===== src/design/xml_text_escaper_unit_macros.svh =====
// Assertion macros for the XML text escaper unit
`ifndef XML_TEXT_ESCAPER_UNIT_MACROS_SVH
`define XML_TEXT_ESCAPER_UNIT_MACROS_SVH

// same-cycle implication, disabled during reset
`define XTE_ASSERT_NOW(label, clk, rst_n, ante, cons) \
    label: assert property (@(posedge clk) disable iff (!rst_n) (ante) |-> (cons)) \
        else $error("xte check failed");

// next-cycle implication, disabled during reset
`define XTE_ASSERT_NEXT(label, clk, rst_n, ante, cons) \
    label: assert property (@(posedge clk) disable iff (!rst_n) (ante) |=> (cons)) \
        else $error("xte check failed");

`endif


===== src/design/xte_pkg.sv =====
// Shared types and character constants for the XML text escaper
`timescale 1ns / 1ps
package xte_pkg;

    localparam int RUN_MAX = 6;

    typedef logic [7:0] t_byte;
    typedef logic [2:0] t_len;
    typedef logic [2:0] t_idx;

    typedef struct packed {
        t_byte [RUN_MAX-1:0] bytes;
        t_len                len;
    } t_run;

    typedef struct packed {
        logic hold_valid;
        t_idx idx;
    } t_status;

    localparam t_byte C_AMP   = 8'h26;
    localparam t_byte C_LT    = 8'h3C;
    localparam t_byte C_GT    = 8'h3E;
    localparam t_byte C_QUOT  = 8'h22;
    localparam t_byte C_HASH  = 8'h23;
    localparam t_byte C_SEMI  = 8'h3B;
    localparam t_byte C_SLASH = 8'h2F;
    localparam t_byte C_ZERO  = 8'h30;
    localparam t_byte C_A     = 8'h61;
    localparam t_byte C_B     = 8'h62;
    localparam t_byte C_L     = 8'h6C;
    localparam t_byte C_M     = 8'h6D;
    localparam t_byte C_O     = 8'h6F;
    localparam t_byte C_P     = 8'h70;
    localparam t_byte C_Q     = 8'h71;
    localparam t_byte C_R     = 8'h72;
    localparam t_byte C_T     = 8'h74;
    localparam t_byte C_U     = 8'h75;

    localparam t_byte CODE_SKIP_A  = 8'h81;
    localparam t_byte CODE_SKIP_B  = 8'h82;
    localparam t_byte CODE_BOLD_ON = 8'h86;
    localparam t_byte CODE_BOLD_OFF = 8'h87;
    localparam t_byte CODE_NEWLINE = 8'h8A;
    localparam t_byte PRINT_LOW    = 8'h20;
    localparam t_byte HIGH_LOW     = 8'h80;

endpackage


===== src/design/xte_decode.sv =====
// Expansion of one input byte into its escaped run of output bytes
`timescale 1ns / 1ps
module xte_decode (
    input  xte_pkg::t_byte i_byte,
    input  logic           i_cc,
    output xte_pkg::t_run  o_run
);
    import xte_pkg::*;

    // three ASCII decimal digits, hundreds first
    function automatic t_byte [2:0] dec_digits(input t_byte b);
        logic [1:0]  h;
        logic [6:0]  r;
        logic [14:0] prod;
        logic [3:0]  t;
        logic [3:0]  u;
        t_byte [2:0] d;
        h    = (b >= 8'd200) ? 2'd2 : ((b >= 8'd100) ? 2'd1 : 2'd0);
        r    = 7'(b - 8'(h) * 8'd100);
        prod = 15'(r) * 15'd205;
        t    = prod[14:11];
        u    = 4'(r - 7'(t) * 7'd10);
        d[2] = C_ZERO + t_byte'(h);
        d[1] = C_ZERO + t_byte'(t);
        d[0] = C_ZERO + t_byte'(u);
        return d;
    endfunction

    t_byte [2:0] w_dig;

    always_comb begin
        w_dig = dec_digits(i_byte);
        o_run = '0;
        unique case (i_byte)
            C_AMP: begin
                o_run.bytes[0] = C_AMP;
                o_run.bytes[1] = C_A;
                o_run.bytes[2] = C_M;
                o_run.bytes[3] = C_P;
                o_run.bytes[4] = C_SEMI;
                o_run.len      = 3'd5;
            end
            C_LT: begin
                o_run.bytes[0] = C_AMP;
                o_run.bytes[1] = C_L;
                o_run.bytes[2] = C_T;
                o_run.bytes[3] = C_SEMI;
                o_run.len      = 3'd4;
            end
            C_QUOT: begin
                o_run.bytes[0] = C_AMP;
                o_run.bytes[1] = C_Q;
                o_run.bytes[2] = C_U;
                o_run.bytes[3] = C_O;
                o_run.bytes[4] = C_T;
                o_run.bytes[5] = C_SEMI;
                o_run.len      = 3'd6;
            end
            CODE_SKIP_A, CODE_SKIP_B: begin
                o_run.len = 3'd0;
            end
            CODE_BOLD_ON: begin
                if (i_cc) begin
                    o_run.bytes[0] = C_LT;
                    o_run.bytes[1] = C_B;
                    o_run.bytes[2] = C_GT;
                    o_run.len      = 3'd3;
                end
            end
            CODE_BOLD_OFF: begin
                if (i_cc) begin
                    o_run.bytes[0] = C_LT;
                    o_run.bytes[1] = C_SLASH;
                    o_run.bytes[2] = C_B;
                    o_run.bytes[3] = C_GT;
                    o_run.len      = 3'd4;
                end
            end
            CODE_NEWLINE: begin
                if (i_cc) begin
                    o_run.bytes[0] = C_LT;
                    o_run.bytes[1] = C_B;
                    o_run.bytes[2] = C_R;
                    o_run.bytes[3] = C_SLASH;
                    o_run.bytes[4] = C_GT;
                    o_run.len      = 3'd5;
                end
            end
            default: begin
                if (i_byte < PRINT_LOW) begin
                    o_run.len = 3'd0;
                end else if (i_byte < HIGH_LOW) begin
                    o_run.bytes[0] = i_byte;
                    o_run.len      = 3'd1;
                end else begin
                    o_run.bytes[0] = C_AMP;
                    o_run.bytes[1] = C_HASH;
                    o_run.bytes[2] = w_dig[2];
                    o_run.bytes[3] = w_dig[1];
                    o_run.bytes[4] = w_dig[0];
                    o_run.bytes[5] = C_SEMI;
                    o_run.len      = 3'd6;
                end
            end
        endcase
    end

endmodule


===== src/design/xte_seq.sv =====
// Input holding register, run index and output register
`timescale 1ns / 1ps
module xte_seq (
    input  logic             i_clk,
    input  logic             i_rst_n,
    input  logic             i_cc,
    input  logic             i_in_valid,
    output logic             o_in_ready,
    input  xte_pkg::t_byte   i_in_byte,
    output logic             o_out_valid,
    input  logic             i_out_ready,
    output xte_pkg::t_byte   o_out_byte,
    output logic             o_last_of_run,
    output xte_pkg::t_status o_status
);
    import xte_pkg::*;

    logic  r_hold_valid, n_hold_valid;
    t_byte r_hold_byte;
    t_idx  r_idx, n_idx;
    logic  r_out_valid, n_out_valid;
    t_byte r_out_byte;
    logic  r_out_last;

    t_run  w_run;
    logic  w_out_free;
    logic  w_empty;
    logic  w_at_end;
    logic  w_emit;
    logic  w_done;
    logic  w_accept;

    xte_decode u_decode (
        .i_byte (r_hold_byte),
        .i_cc   (i_cc),
        .o_run  (w_run)
    );

    assign w_out_free = !r_out_valid || i_out_ready;
    assign w_empty    = (w_run.len == 3'd0);
    assign w_at_end   = (r_idx == 3'(w_run.len - 3'd1));
    assign w_emit     = r_hold_valid && !w_empty && w_out_free;
    assign w_done     = r_hold_valid && (w_empty || (w_emit && w_at_end));
    assign o_in_ready = !r_hold_valid || w_done;
    assign w_accept   = i_in_valid && o_in_ready;

    always_comb begin
        n_hold_valid = r_hold_valid;
        n_idx        = r_idx;
        if (w_accept) begin
            n_hold_valid = 1'b1;
            n_idx        = '0;
        end else if (w_done) begin
            n_hold_valid = 1'b0;
            n_idx        = '0;
        end else if (w_emit) begin
            n_idx = r_idx + 3'd1;
        end
        n_out_valid = r_out_valid;
        if (w_emit) begin
            n_out_valid = 1'b1;
        end else if (i_out_ready) begin
            n_out_valid = 1'b0;
        end
    end

    always_ff @(posedge i_clk) begin
        if (!i_rst_n) begin
            r_hold_valid <= 1'b0;
            r_idx        <= '0;
            r_out_valid  <= 1'b0;
        end else begin
            r_hold_valid <= n_hold_valid;
            r_idx        <= n_idx;
            r_out_valid  <= n_out_valid;
        end
    end

    always_ff @(posedge i_clk) begin
        if (w_accept) begin
            r_hold_byte <= i_in_byte;
        end
        if (w_emit) begin
            r_out_byte <= w_run.bytes[r_idx];
            r_out_last <= w_at_end;
        end
    end

    assign o_out_valid   = r_out_valid;
    assign o_out_byte    = r_out_byte;
    assign o_last_of_run = r_out_last;
    assign o_status      = '{hold_valid: r_hold_valid, idx: r_idx};

endmodule


===== src/design/xml_text_escaper_unit.sv =====
// Top level of the XML text escaper unit
// Usage:
//   Input channel (i_in_valid / o_in_ready / i_in_byte) takes one text byte per
//   transfer. Output channel (o_out_valid / i_out_ready) delivers the escaped
//   text one byte per transfer; o_last_of_run marks the final byte of the run
//   belonging to one input byte. Dropped bytes give no output at all.
//   Config channel (i_cfg_valid / o_cfg_ready) writes control_codes_enable;
//   it is always ready and should only be written while the unit is idle.
//   An accepted input byte is registered in the holding register; its run
//   is decoded from it and stepped into the output register. Throughput: one
//   output byte per cycle while i_out_ready does not stall it; runs are 1 to
//   6 bytes long, stepped by the run index into the single output register.
//   The next input byte is taken in the cycle the last byte of the current
//   run moves into the output register.
//   Stall: while i_out_ready is low the output register holds its byte and
//   the run index waits; the held input byte stays until its run is done.
//   Reset (synchronous, active low) empties both registers and clears
//   control_codes_enable.
`timescale 1ns / 1ps
`include "xml_text_escaper_unit_macros.svh"
module xml_text_escaper_unit (
    input  logic           i_clk,
    input  logic           i_rst_n,
    input  logic           i_cfg_valid,
    output logic           o_cfg_ready,
    input  logic           i_cfg_control_codes_enable,
    input  logic           i_in_valid,
    output logic           o_in_ready,
    input  xte_pkg::t_byte i_in_byte,
    output logic           o_out_valid,
    input  logic           i_out_ready,
    output xte_pkg::t_byte o_out_byte,
    output logic           o_last_of_run
);
    import xte_pkg::*;

    logic    r_cc;
    t_status w_status;

    assign o_cfg_ready = 1'b1;

    always_ff @(posedge i_clk) begin
        if (!i_rst_n) begin
            r_cc <= 1'b0;
        end else if (i_cfg_valid && o_cfg_ready) begin
            r_cc <= i_cfg_control_codes_enable;
        end
    end

    xte_seq u_seq (
        .i_clk         (i_clk),
        .i_rst_n       (i_rst_n),
        .i_cc          (r_cc),
        .i_in_valid    (i_in_valid),
        .o_in_ready    (o_in_ready),
        .i_in_byte     (i_in_byte),
        .o_out_valid   (o_out_valid),
        .i_out_ready   (i_out_ready),
        .o_out_byte    (o_out_byte),
        .o_last_of_run (o_last_of_run),
        .o_status      (w_status)
    );

    `XTE_ASSERT_NOW(a_idle_idx_zero, i_clk, i_rst_n, !w_status.hold_valid, w_status.idx == 3'd0)
    `XTE_ASSERT_NOW(a_idx_in_run, i_clk, i_rst_n, w_status.hold_valid, w_status.idx < 3'(RUN_MAX))
    `XTE_ASSERT_NEXT(a_accept_holds, i_clk, i_rst_n, i_in_valid && o_in_ready, w_status.hold_valid)
    `XTE_ASSERT_NOW(a_run_pending, i_clk, i_rst_n, o_out_valid && !o_last_of_run, w_status.hold_valid)

endmodule


===== config.mk =====
export PLATFORM = sky130hd
export DESIGN_NAME = xml_text_escaper_unit
export DESIGN_NICKNAME = d
export VERILOG_FILES = /design/src/design/xte_pkg.sv /design/src/design/xte_decode.sv /design/src/design/xte_seq.sv /design/src/design/xml_text_escaper_unit.sv
export VERILOG_INCLUDE_DIRS = /design/src /design/src/design
export SDC_FILE = /design/constraint.sdc
export NUM_CORES = 1
export LEC_CHECK = 0
export ABC_AREA = 1
export ABC_CLOCK_PERIOD_IN_PS = 8000
export CAP_MARGIN = 25
export CORE_ASPECT_RATIO = 2
export CORE_MARGIN = 4
export CORE_UTILIZATION = 41
export DETAILED_ROUTE_END_ITERATION = 10
export DONT_BUFFER_PORTS = 1
export GPL_TIMING_DRIVEN = 0
export PLACE_DENSITY = 0.59
export SYNTH_ARGS = -nofsm -noshare
export SYNTH_HDL_FRONTEND = slang
export SYNTH_SLANG_ARGS = --single-unit
export TNS_END_PERCENT = 100

===== constraint.sdc =====
create_clock -name i_clk -period 8 [get_ports i_clk]
set_input_delay 0.8 -clock i_clk [delete_from_list [all_inputs] [get_ports i_clk]]
set_output_delay 0.8 -clock i_clk [all_outputs]
set_load 0.005 [all_outputs]

[Yosys cells after proc, flatten, opt, wreduce, memory -nomap -nowiden]
Index checks and enable logic that the tools add are counted.
Storage, ports and cells
  input bits: 14
  output and inout bits: 12
  bits in registers: 23
  logic and storage cells: 71
Cells by class
  $mul: 3
  bitwise logic cells: 1
  $add $sub $neg: 7
  order comparisons: 5
  eq/ne operators: 9
  mux-type cells: 20
  reductions and logical operators: 19
Operator list (number)
  $pmux W24 S7: 1
  $pmux W8 S6: 1
  $mux W46: 1
  $mux W41: 1
  $eq A8 B8 Y1 const B: 5
  $mux W38: 1
  $mux W33: 1
  $pmux W8 S4: 1
  $mux W25: 1
  $bmux W8 S3: 1
  $eq A8 B6 Y1 const B: 3
  $pmux W3 S7: 1
  $pmux W8 S2: 1
  $mul A7 B8 Y15 const B: 1
  $add A6 B4 Y7 const A: 2
  $mux W11: 1
  $ge A8 B7 Y1 const B: 1
  $ge A8 B8 Y1 const B: 1
  $lt A8 B6 Y1 const B: 1
  $lt A8 B8 Y1 const B: 1
  $mux W8: 1
  $add A6 B2 Y7 const A: 1
  $reduce_or A7 Y1: 1
  $sub A7 B7 Y7: 1
  other kinds (19): 33

[Longest topological paths before layout]
Gate-level depths: netlist of the first run.
  depth after elaboration: 14
  depth in mapped cells: 33
  depth with buffers taken out: 33

[Cells and area by module]
Synthesis of the first run repeated with hierarchy kept, for this count alone.
Second synthesis, totals
  cells, all modules: 448
  area total of the unflattened synthesis: 3169.3 µm²
By module, submodules not included
  xte_decode: seq. area each 0.0 µm², times used 1, area each 1853.0 µm², cells an instance 284
  xte_seq: seq. area each 610.6 µm², times used 1, area each 1263.7 µm², cells an instance 156
  xml_text_escaper_unit: seq. area each 20.0 µm², times used 1, area each 52.6 µm², cells an instance 8

[Worst setup path after synthesis of the first run]
OpenSTA, ideal clock, no wires.
  path kind: reg2reg
  start point: reg u_seq.r_hold_byte[4]
  end point: reg u_seq.r_out_byte[3], in the netlist u_seq.o_out_byte[3] (data pin)
  data arrival time: 5.435 ns
  clock period less this slack: 5.689 ns
  stages on the path, launching flop included: 32
  setup time: 0.254 ns
  setup slack: 2.311 ns
  required time: 7.746 ns
  buffers on the path: 0
  path through: edfxtp_1 > nor2_4 > a21oi_1 > a21oi_1 > ha_1 > fa_1 > nand2_1 > a21oi_1 > xnor2_1 > ha_1 > ha_1 > fa_1 > inv_1 > fa_1 > inv_1 > ha_1 > nand2_1 > inv_1 > nand2_1 > nand2_1 > nand2_1 > nand2_1 > nand2_1 > nand2_1 > ha_1 > fa_1 > nand3_1 > nand2_1 > nand3_1 > nand2_1 > o21ai_1 > nand2_1
On the way
  word-level cells in the longest chain between the ends: 14
  elaborated cells between the ends (all ways): 35
  classes of those cells: add/sub: 5; mul: 3; order compare: 4; eq/ne: 8; mux: 11; reduce/logical: 4
RTL lines
  start: declaration: line xte_seq.sv:19  | t_byte r_hold_byte;
  start signal: assignment: line xte_seq.sv:81  | r_hold_byte <= i_in_byte;
  $ge A8 B7 Y1: line xte_decode.sv:18  | h = (b >= 8'd200) ? 2'd2 : ((b >= 8'd100) ? 2'd1 : 2'd0);
  $mux W1: line xte_decode.sv:18
  $mux W2: line xte_decode.sv:18
  $mul A2 B5 Y5: line xte_decode.sv:19  | r = 7'(b - 8'(h) * 8'd100);
  $sub A7 B7 Y7: line xte_decode.sv:19
  $mul A7 B8 Y15: line xte_decode.sv:20  | prod = 15'(r) * 15'd205;
  $mul A4 B3 Y3: line xte_decode.sv:22  | u = 4'(r - 7'(t) * 7'd10);
  $sub A4 B4 Y4: line xte_decode.sv:22
  $add A6 B4 Y7: line xte_decode.sv:25  | d[0] = C_ZERO + t_byte'(u);
  $mux W38: line xte_decode.sv:92  | end else if (i_byte < HIGH_LOW) begin
  $mux W46: line xte_decode.sv:90  | if (i_byte < PRINT_LOW) begin
  $pmux W8 S4: line xte_decode.sv:34  | unique case (i_byte)
  $bmux W8 S3 *: line xte_seq.sv:84  | r_out_byte <= w_run.bytes[r_idx];
  $mux W8 (not written as such) *: line xte_seq.sv:84
  end signal: assignment: line xte_seq.sv:84
  end: declaration: line xte_seq.sv:22  | t_byte r_out_byte;
Every way passes the cells marked *; elsewhere a longest branch is shown, timed or not. The select of a mux whose other input is x is not followed.
A chain may end at the register's enable or synchronous reset.

[Worst setup path after layout of the first run]
  start point: reg u_seq.r_hold_byte[5]
  end point: reg u_seq.r_out_byte[3], in the netlist u_seq.o_out_byte[3] (data pin)
The elaborated chain is that of the path after synthesis.

==> results of run 1 <==
cells by family after synthesis:
logic type                 count (synthesis)  synth area share [%]
and+or+nand+nor                          185                  32.0
DFF                                       22                  19.8
other                                      2                 0.247
AOI/OAI and AO/OA                         58                  11.3
buffers and inverters                     80                  10.6
xor gates and xnor gates                   9                  2.60
adders and majority gates                 51                  23.5
synth_stat cells, types with 3 or more instances:
library cell / instances / area [um2]
nand2_1: 78 / 293
inv_1: 61 / 229
ha_1: 41 / 513
nor2_1: 30 / 113
nand3_1: 26 / 130
o21ai_0: 20 / 100
a21oi_1: 19 / 95.1
edfxtp_1: 16 / 480
fa_1: 10 / 200
nand2_2: 9 / 56.3
inv_2: 8 / 30.0
nor2_4: 8 / 90.1
nand4_1: 7 / 43.8
nor2_2: 7 / 43.8
xor2_1: 7 / 61.3
dfxtp_1: 6 / 120
clkbuf_1: 5 / 18.8
nand3_2: 4 / 40.0
nor3_1: 4 / 20.0
a31oi_1: 3 / 18.8
buf_4: 3 / 22.5
nand2_4: 3 / 33.8
per-stage QoR:
step / instances / cell area [um2] / util (%) / hold slack [ns]
2_1_floorplan: 407 / 3040 / - / 0.516
3_3_place_gp: 499 / 3150 / 43.7 / 0.535
3_5_place_dp: 499 / 3150 / 43.7 / 0.548
4_1_cts: 503 / 3240 / 44.9 / 0.548
5_1_grt: 503 / 3240 / 44.9 / 0.577
6_report: 503 / 3240 / 44.9 / 0.540
cells in the final DEF (no fill, tap or decap), drive strengths merged, types with 2 or more instances in the layout:
| cell type | netlist | layout |
|---|---|---|
| a21o | 2 | 2 |
| a21oi | 20 | 20 |
| a31oi | 3 | 3 |
| buf | 5 | 5 |
| clkbuf | 5 | 9 |
| conb | 2 | 2 |
| dfxtp | 6 | 6 |
| edfxtp | 16 | 16 |
| fa | 10 | 10 |
| ha | 41 | 41 |
| inv | 70 | 70 |
| nand2 | 90 | 90 |
| nand3 | 32 | 32 |
| nand3b | 2 | 2 |
| nand4 | 9 | 9 |
| nor2 | 46 | 46 |
| nor3 | 4 | 4 |
| o21ai | 23 | 23 |
| o311ai | 2 | 2 |
| xnor2 | 2 | 2 |
| xor2 | 7 | 7 |
flip-flops by register name, indices dropped and copies added (netlist names):
register	flops
u_seq.r_hold_byte	8
u_seq.o_out_byte	7
u_seq.r_idx	3
r_cc	1
u_seq.o_last_of_run	1
u_seq.o_out_valid	1
u_seq.r_hold_valid	1
worst paths after layout:
kind	from	end	cells past startpoint
max	u_seq.r_hold_byte[5]	u_seq.o_out_byte[3]	31
min	u_seq.r_hold_valid	u_seq.o_out_valid	2
max reg2reg	u_seq.r_hold_byte[5]	u_seq.o_out_byte[3]	31
min reg2reg	u_seq.r_hold_valid	u_seq.o_out_valid	2
cell type report:
cell class	instances	share of cell area, %
clock buffers	4	2.74
plain buffers	10	1.74
flip-flops and latches	22	18.5
inverters	70	8.19
multi-input cells	305	65.2
well taps	92	3.55
critical path: cells and delay by family (launching register included):
| kind | cells | cell delay, ns |
|---|---|---|
| adder cells (fa/ha/maj) | 9 | 3.30 |
| XOR/XNOR | 1 | 0.36 |
| AO/OA/AOI/OAI | 4 | 0.75 |
| AND/OR/NAND/NOR | 14 | 0.98 |
| flip-flops | 1 | 0.56 |
| buffers and inverters | 3 | 0.15 |
power by group through the flow:
| stage | Combinational (uW) | Clock (uW) | Sequential [uW] |
|---|---|---|---|
| 2_1_floorplan | 618 | 0 | 142 |
| 3_3_place_gp | 809 | 0 | 145 |
| 3_5_place_dp | 806 | 0 | 145 |
| 4_1_cts | 816 | 122 | 143 |
| 5_1_grt | 943 | 126 | 144 |
| 6_report | 805 | 118 | 142 |
routing by layer:
layer	global-route usage, %	up-vias	wire (um)
li1	-	1344	-
met1	17.4	1272	2530
met2	38.5	93	4570
met3	1.39	38	210
met4	14.8	0	557
met5	0	-	0
==> results.ini, run 1 <==
[clock_tree]
cts_setup_buffers = 0
cts_buffers = 3
htree_num_levels = 1
clockBufferDepth = 2
cts_resized = 0
cts_tree = yes
ctsHoldBuffers = 0
clock_sinks = 22
root_buffer = clkbuf_16
clkTransAtPathRegs_ns = 0.06
clk_latency_ns = 0.26

[grt]
grt_pass1_wl_um = 12900
grt_max_degree = 14
grt_overflow = 0
grt_pass1_vias = 2794
grtUsageTotal_pct = 19.8
antenna_found_initial = 0

[power]
p_seq_share_pct = 13.4
internal_power_uw = 510
leakagePower_uw = 0.00164
p_sw_uw = 556
powerDensity_nw_per_um2 = 329
pwr-share-clk_pct = 11.1
finalPower_uw = 1070
p_comb_share_pct = 75.5
vdd_drop_max_uv = 146
sw_frac_of_total_pct = 52.1

[setup_path]
critPathKind = reg2reg
critPathMaxStageDelay_ns = 0.56
cp-end-kind = flip-flop
slowest_stage = edfxtp_1
crit_top_cell = nand2_1
rrSetupSlack_ns = 1.66
crit_required_ns = 8.02
critPathLaunchType = flip-flop
critPathMaxFanout = 5
arrival_ns = 6.36

[synth]
ys_seq_area_share_pct = 19.8
synth_area_um2 = 3040
synth_nets = 472
synth_edf_count = 16
ys_ff_latch = 22
yosys.cell_types.count = 46
netlist_instances = 407
async_flop_share_pct = 0
yosysWarnings = 0
ys.flop_type = edfxtp_1
syn_area_per_cell_um2 = 7.46

[sta]
tns_ns = 0
hold_viol = 0
fin_crit_sh_pct = 79.2
rsz0062_at_grt = no
drv_slew = 0
min_period_ns = 6.34
finalWorstSetupSlack_ns = 1.66
setup_violations = 0
fin_worst_skew_ns = 0.00573
worst_slew_pin_slew_ns = 0.814
timing.fmax_mhz = 158
maxSlewHeadroom_pct = 45.7

[cells_and_area]
seq_area_um2 = 601
n_antenna_cell = 0
multi_input_area_um2 = 2110
syn_to_final_growth_pct = 6.72
nFillCells = 742
fin_nets = 477
drive_gt1_share_pct = 13.6

[placement]
dp_slack_ns = 1.61
gp_congestion = 0.928
dpl.hpwl_um = 6720
port_buffers = 0

[drt]
drc = 0
num_vias = 2747
drt_iter0_drc = 153
drtAntennaViolNets = 0
wire_per_inst_um = 15.6
firstDrtPassIters = 4
routed_wl_um = 7860
viasPerCell = 5.46

[floorplan]
die_w_um = 68.8
initial_utilization_pct = 42.1
die_y_um = 130
floorplan.io_pins = 26
core_area_um2 = 7210
die_area_um2 = 8930
rows = 44

[status]
status = finished, final reports clean

[run]
cap_violations = 0

[min_path]
min_path_type = reg2reg

(Power assumes the default switching activity.)
==> run 2: changes to the inputs <==
--- a/config.mk
+++ b/config.mk
@@ -7,7 +7,7 @@
 export NUM_CORES = 1
 export LEC_CHECK = 0
 export ABC_AREA = 1
-export ABC_CLOCK_PERIOD_IN_PS = 8000
+export ABC_CLOCK_PERIOD_IN_PS = 5300
 export CAP_MARGIN = 25
 export CORE_ASPECT_RATIO = 2
 export CORE_MARGIN = 4
@@ -15,7 +15,7 @@
 export DETAILED_ROUTE_END_ITERATION = 10
 export DONT_BUFFER_PORTS = 1
 export GPL_TIMING_DRIVEN = 0
-export PLACE_DENSITY = 0.59
+export PLACE_DENSITY = 0.61
 export SYNTH_ARGS = -nofsm -noshare
 export SYNTH_HDL_FRONTEND = slang
 export SYNTH_SLANG_ARGS = --single-unit
==> constraint.sdc (replaced) <==
create_clock -name i_clk -period 5.3 [get_ports i_clk]
set_input_delay 0.53 -clock i_clk [delete_from_list [all_inputs] [get_ports i_clk]]
set_output_delay 0.53 -clock i_clk [all_outputs]
set_load 0.005 [all_outputs]
==> run 2 against run 1 <==
Compared with the run above: the flow now finishes with violations (setup timing); critical path depth shrank 2; first-iteration DRC count shrank 35%; utilization rose by 8.5 points; worst setup slack worse by 2.0 ns; die area stayed put; critical path type unchanged; largest cell class unchanged.
==> results.ini, run 2 (synthesized netlist as in run 1, its figures left out) <==
[cells_and_area]
design_area_um2 = 3850  ; +19%
nFillCells = 661  ; -11%
largest_register = u_seq.r_hold_byte
mostFrequentLayoutCells = nand2_1 (70), inv_1 (56), buf_4 (35)
seq_area_um2 = 601  ; unchanged
mostFrequentLayoutCell = nand2_1
largest_reg_flops = 8  ; unchanged
drive_gt1_share_pct = 31.5  ; +18 points
multi_input_area_um2 = 2460  ; +16%
utilization_pct = 53.4  ; +8.5 points
fin_nets = 510  ; +6.9%
syn_to_final_growth_pct = 26.9
n_antenna_cell = 0  ; unchanged

[drt]
drtAntennaViolNets = 0  ; unchanged
viasPerCell = 5.31  ; -2.8%
routed_wl_um = 8860  ; +13%
num_vias = 2845  ; +3.6%
drc = 0  ; unchanged
drt_iter0_drc = 99  ; -35%
firstDrtPassIters = 4  ; unchanged
wire_per_inst_um = 16.5  ; +5.8%

[clock_tree]
cts_buffers = 3  ; unchanged
htree_num_levels = 1  ; unchanged
ctsHoldBuffers = 0  ; unchanged
clock_sinks = 22  ; unchanged
clkTransAtPathRegs_ns = 0.06  ; about the same
root_buffer = clkbuf_16
clk_latency_ns = 0.26  ; about the same
cts_tree = yes
clockBufferDepth = 2  ; unchanged

[floorplan]
floorplan.io_pins = 26  ; unchanged
die_w_um = 68.8  ; unchanged
core_area_um2 = 7210  ; unchanged
die_area_um2 = 8930  ; unchanged
initial_utilization_pct = 42.1  ; unchanged
die_y_um = 130  ; unchanged
rows = 44  ; unchanged

[setup_path]
arrival_ns = 5.63  ; -0.73 ns
cp-end-kind = flip-flop
critPathLaunchType = flip-flop
crit_family = adder cells
slowest_stage = fa_1
critPathMaxStageDelay_ns = 0.55  ; about the same
critPathMaxFanout = 3  ; -2
path_buf_inv = 4  ; +1
critPathKind = reg2reg
crit_required_ns = 5.31  ; -2.71 ns
crit_top_cell = nand2_2

[sta]
maxSlewHeadroom_pct = 49.6  ; +3.8 points
min_period_ns = 5.62  ; -0.722 ns
hold_viol = 0  ; unchanged
fin_crit_sh_pct = 106  ; +27 points
rsz0062_at_grt = yes
timing.fmax_mhz = 178  ; +13%
worst_slew_pin_slew_ns = 0.756  ; -0.0574 ns
fin_worst_skew_ns = 0.00476  ; -0.000962 ns
drv_slew = 0  ; unchanged
setup_violations = 3  ; +3
finalWorstSetupSlack_ns = -0.318  ; -1.98 ns

[status]
violations = setup timing
status = finished, violations left

[placement]
gp_congestion = 0.941  ; +1.4%
placed_cell_area_um2 = 3230  ; +2.5%
dpl.hpwl_um = 6860  ; +2.1%
port_buffers = 0  ; unchanged

[grt]
grt_overflow = 0  ; unchanged
antenna_found_initial = 0  ; unchanged
grtUsageTotal_pct = 21.4  ; +1.6 points
grt_pass1_vias = 3015  ; +7.9%
grt_max_degree = 14  ; unchanged
grt_pass1_wl_um = 14000  ; +8.9%

[power]
powerDensity_nw_per_um2 = 632  ; +92%
vdd_drop_max_uv = 289  ; +98%
leakagePower_uw = 0.00183  ; +12%

[run]
cap_violations = 0  ; unchanged

[min_path]
min_path_type = in2reg

==> run 2: layout make-up <==
cell class / count / area share, %
Inverter: 70 / 6.99
Sequential cell: 22 / 15.6
Multi-Input combinational cell: 305 / 63.9
Timing Repair Buffer: 33 / 6.76
Clock buffer: 4 / 2.31
Buffer: 10 / 1.46
Tap cell: 92 / 2.99
==> run 2: what timing repair did <==
action,in CTS,in global routing
pin swaps,16,21
setup endpoints to repair,3,3
buffers inserted,26,7
resized for setup,20,30
==> run 2: path summary, 6_finish.rpt <==
kind	startpoint	end	slack, ns	depth (start not counted)
hold reg to reg	u_seq.r_hold_valid	u_seq.o_out_valid	0.54	2
setup / recovery	u_seq.r_hold_byte[4]	u_seq.o_out_byte[2]	-0.32	29
setup reg to reg	u_seq.r_hold_byte[4]	u_seq.o_out_byte[2]	-0.32	29
hold / removal	i_cfg_valid	r_cc	0.36	1
==> run 2: through the flow <==
stage	setup WS, ns	hold WS, ns	std cells	TNS, ns	power (uW)
floorplan	0.00240	0.516	407	0	1200
global placement	-0.589	0.537	499	-1.12	1510
detailed placement	-0.627	0.551	499	-1.25	1510
CTS	-0.170	0.353	529	-0.460	2110
global route	-0.559	0.356	536	-1.64	2710
finish	-0.318	0.356	536	-0.822	2430
==> run 2: report_power, final <==
part / total (uW) / switching (uW) / internal (uW) / leakage (uW)
registers: 212 / 11.3 / 201 / 0.000201
logic: 2040 / 1090 / 952 / 0.00159
clock network: 178 / 62.3 / 115 / 0.0000442
==> run 2: layer usage <==
metal / routed length (um) / GRT usage (%) / up-vias
li1: - / - / 1408
met1: 2730 / 19.1 / 1305
met2: 5140 / 41.2 / 82
met3: 234 / 1.73 / 50
met4: 759 / 15.7 / 0
met5: 0 / 0 / -
==> run 3: changes to the inputs <==
--- a/config.mk
+++ b/config.mk
@@ -11,11 +11,12 @@
 export CAP_MARGIN = 25
 export CORE_ASPECT_RATIO = 2
 export CORE_MARGIN = 4
-export CORE_UTILIZATION = 41
+export CORE_UTILIZATION = 55
 export DETAILED_ROUTE_END_ITERATION = 10
 export DONT_BUFFER_PORTS = 1
+export GPL_ROUTABILITY_DRIVEN = 0
 export GPL_TIMING_DRIVEN = 0
-export PLACE_DENSITY = 0.61
+export PLACE_DENSITY = 0.77
 export SYNTH_ARGS = -nofsm -noshare
 export SYNTH_HDL_FRONTEND = slang
 export SYNTH_SLANG_ARGS = --single-unit
==> run 3 against run 2 <==
Compared with the run above: the run still ends with setup timing left; utilization rose by 15 points; flip-flop and latch count unchanged; routed wire length is 8.1% lower; global-route usage rose by 5.1 points; hold slack worse by 0.0023 ns; first-iteration DRC count grew 18%; clock skew grew 0.0011 ns; register-to-register slack better by 0.04 ns; sequential power about the same; critical path depth down 3; die area decreased by 23%; critical path type unchanged; highest routed layer unchanged.
==> results.ini, run 3 (synthesized netlist as in run 1, its figures left out) <==
[cells_and_area]
syn_to_final_growth_pct = 21.1
largest_register = u_seq.r_hold_byte
mostFrequentLayoutCells = nand2_1 (70), inv_1 (55), buf_4 (35)
n_antenna_cell = 0  ; unchanged
mostFrequentLayoutCell = nand2_1
fin_nets = 509  ; -0.20%
largest_reg_flops = 8  ; unchanged
seq_area_um2 = 601  ; unchanged
nFillCells = 438  ; -34%
utilization_pct = 68.4  ; +15 points
multi_input_area_um2 = 2400  ; -2.5%
drive_gt1_share_pct = 30.5  ; -0.99 points

[grt]
grt_pass1_vias = 3014  ; -0.033%
grt_pass1_wl_um = 13500  ; -3.7%
antenna_found_initial = 0  ; unchanged
grt_max_degree = 14  ; unchanged
grtUsageTotal_pct = 26.4  ; +5.1 points
grt_overflow = 0  ; unchanged

[drt]
drt_iter0_drc = 117  ; +18%
top_layer = met4
drtAntennaViolNets = 0  ; unchanged
wl_met1_um = 2500  ; -8.4%
viasPerCell = 5.78  ; +8.8%
routed_wl_um = 8140  ; -8.1%
num_vias = 2900  ; +1.9%
firstDrtPassIters = 4  ; unchanged
wire_per_inst_um = 16.2  ; -1.9%
wl_met3_um = 270  ; +15%
wl_met2_um = 4640  ; -9.7%
drc = 0  ; unchanged

[floorplan]
die_area_um2 = 6840  ; -23%
floorplan.io_pins = 26  ; unchanged
die_w_um = 60.5  ; -12%
rows = 38  ; -14%
core_area_um2 = 5370  ; -26%
initial_utilization_pct = 56.5  ; +14 points
die_y_um = 113  ; -13%

[status]
violations = setup timing
status = finished, violations left

[sta]
finalWorstSetupSlack_ns = -0.275  ; +0.0429 ns
timing.fmax_mhz = 179  ; +0.77%
maxSlewHeadroom_pct = 51.6  ; +2.0 points
setup_violations = 2  ; -1
worst_slew_pin_slew_ns = 0.726  ; -0.0300 ns
fin_crit_sh_pct = 105  ; -0.81 points
fin_worst_skew_ns = 0.00590  ; +0.00113 ns
hold_viol = 0  ; unchanged
drv_slew = 0  ; unchanged
rsz0062_at_grt = yes
min_period_ns = 5.58  ; -0.0429 ns

[placement]
dpl.hpwl_um = 6330  ; -7.8%
port_buffers = 0  ; unchanged
dp_slack_ns = -0.530  ; +0.0969 ns

[run]
cap_violations = 0  ; unchanged

[clock_tree]
root_buffer = clkbuf_8
cts_tree = yes
clk_latency_ns = 0.27  ; about the same
clkTransAtPathRegs_ns = 0.07  ; about the same
htree_num_levels = 1  ; unchanged
cts_buffers = 3  ; unchanged
clock_sinks = 22  ; unchanged
ctsHoldBuffers = 0  ; unchanged
clockBufferDepth = 2  ; unchanged

[setup_path]
critPathLaunchType = flip-flop
arrival_ns = 5.59  ; -0.04 ns
path_buf_inv = 4  ; unchanged
crit_family = adder cells
crit_required_ns = 5.32  ; about the same
critPathKind = reg2reg
critPathMaxFanout = 3  ; unchanged
critPathMaxStageDelay_ns = 0.57  ; +0.02 ns
slowest_stage = fa_2
cp-end-kind = flip-flop

[power]
powerDensity_nw_per_um2 = 592  ; -6.2%
leakagePower_uw = 0.00179  ; -2.3%
vdd_drop_max_uv = 596  ; +110%

[min_path]
min_path_type = in2reg

[run 3: changes by cell type in the layout (fill, tap and decap cells not counted), sizes merged]
cell / before / now
buf: 38 / 37
clkbuf: 9 / 8
clkinvlp: 1 / 0
inv: 69 / 70
[run 3: layout make-up]
cell class	count	area share, %
buffer	10	1.53
inverter	70	7.21
timing repair buffer	32	6.53
tap	60	2.04
sequential	22	16.3
multi-input combinational	305	65.2
clock buffer	3	1.12
[run 3: path summary, 6_finish.rpt]
path	start	endpoint	slack, ns	cells after the start
min	i_cfg_valid	r_cc	0.35	1
min reg2reg	u_seq.r_hold_valid	u_seq.o_out_valid	0.56	2
max reg2reg	u_seq.r_hold_byte[5]	u_seq.o_out_byte[2]	-0.28	26
max	u_seq.r_hold_byte[5]	u_seq.o_out_byte[2]	-0.28	26
[run 3: stage by stage]
stage               hold WS (ns)  area, um2  total power (uW)  TNS [ns]  cells
floorplan                  0.516       3120              1200         0    407
global placement           0.534       3190              1480    -0.969    467
detailed placement         0.560       3190              1500     -1.01    467
CTS                        0.346       3510              1960    -0.317    492
global route               0.342       3680              2420     -1.20    502
finish                     0.354       3680              2180    -0.458    502
[run 3: power by group]
group	total, uW	leakage (uW)	switching (uW)	internal [uW]
clock	99.8	0.0000216	49.0	50.8
sequential	211	0.000201	11.0	200
combinational	1870	0.00157	1020	850
[run 3: worst register-to-register path, cell delays in order (launching register included)]
cell	delay, ns
edfxtp_1	0.45
buf_4	0.19
nor2_4	0.14
a21oi_4	0.08
a21oi_2	0.14
ha_2	0.23
fa_2	0.30
nand2_2	0.08
a21oi_2	0.17
xnor2_2	0.11
ha_1	0.31
inv_1	0.06
fa_2	0.38
inv_2	0.07
fa_1	0.42
ha_4	0.27
ha_4	0.25
nand2_1	0.08
nand2_1	0.09
a31oi_2	0.21
nand3_2	0.12
xor2_2	0.20
inv_1	0.09
fa_2	0.57
nor2_1	0.05
o2111ai_1	0.20
nand2_1	0.08
[run 3: metal layers]
| layer | up-vias | GRT usage [%] |
|---|---|---|
| li1 | 1409 | - |
| met1 | 1336 | 23.9 |
| met2 | 103 | 49.3 |
| met3 | 52 | 2.63 |
| met4 | 0 | 20.4 |
| met5 | - | 0 |
[run 3: what timing repair did]
item                                    4_1_cts  5_1_grt
pin swaps                                    22       33
resized for setup                            20       19
endpoints found under the setup margin        2        3
setup buffers                                22       10
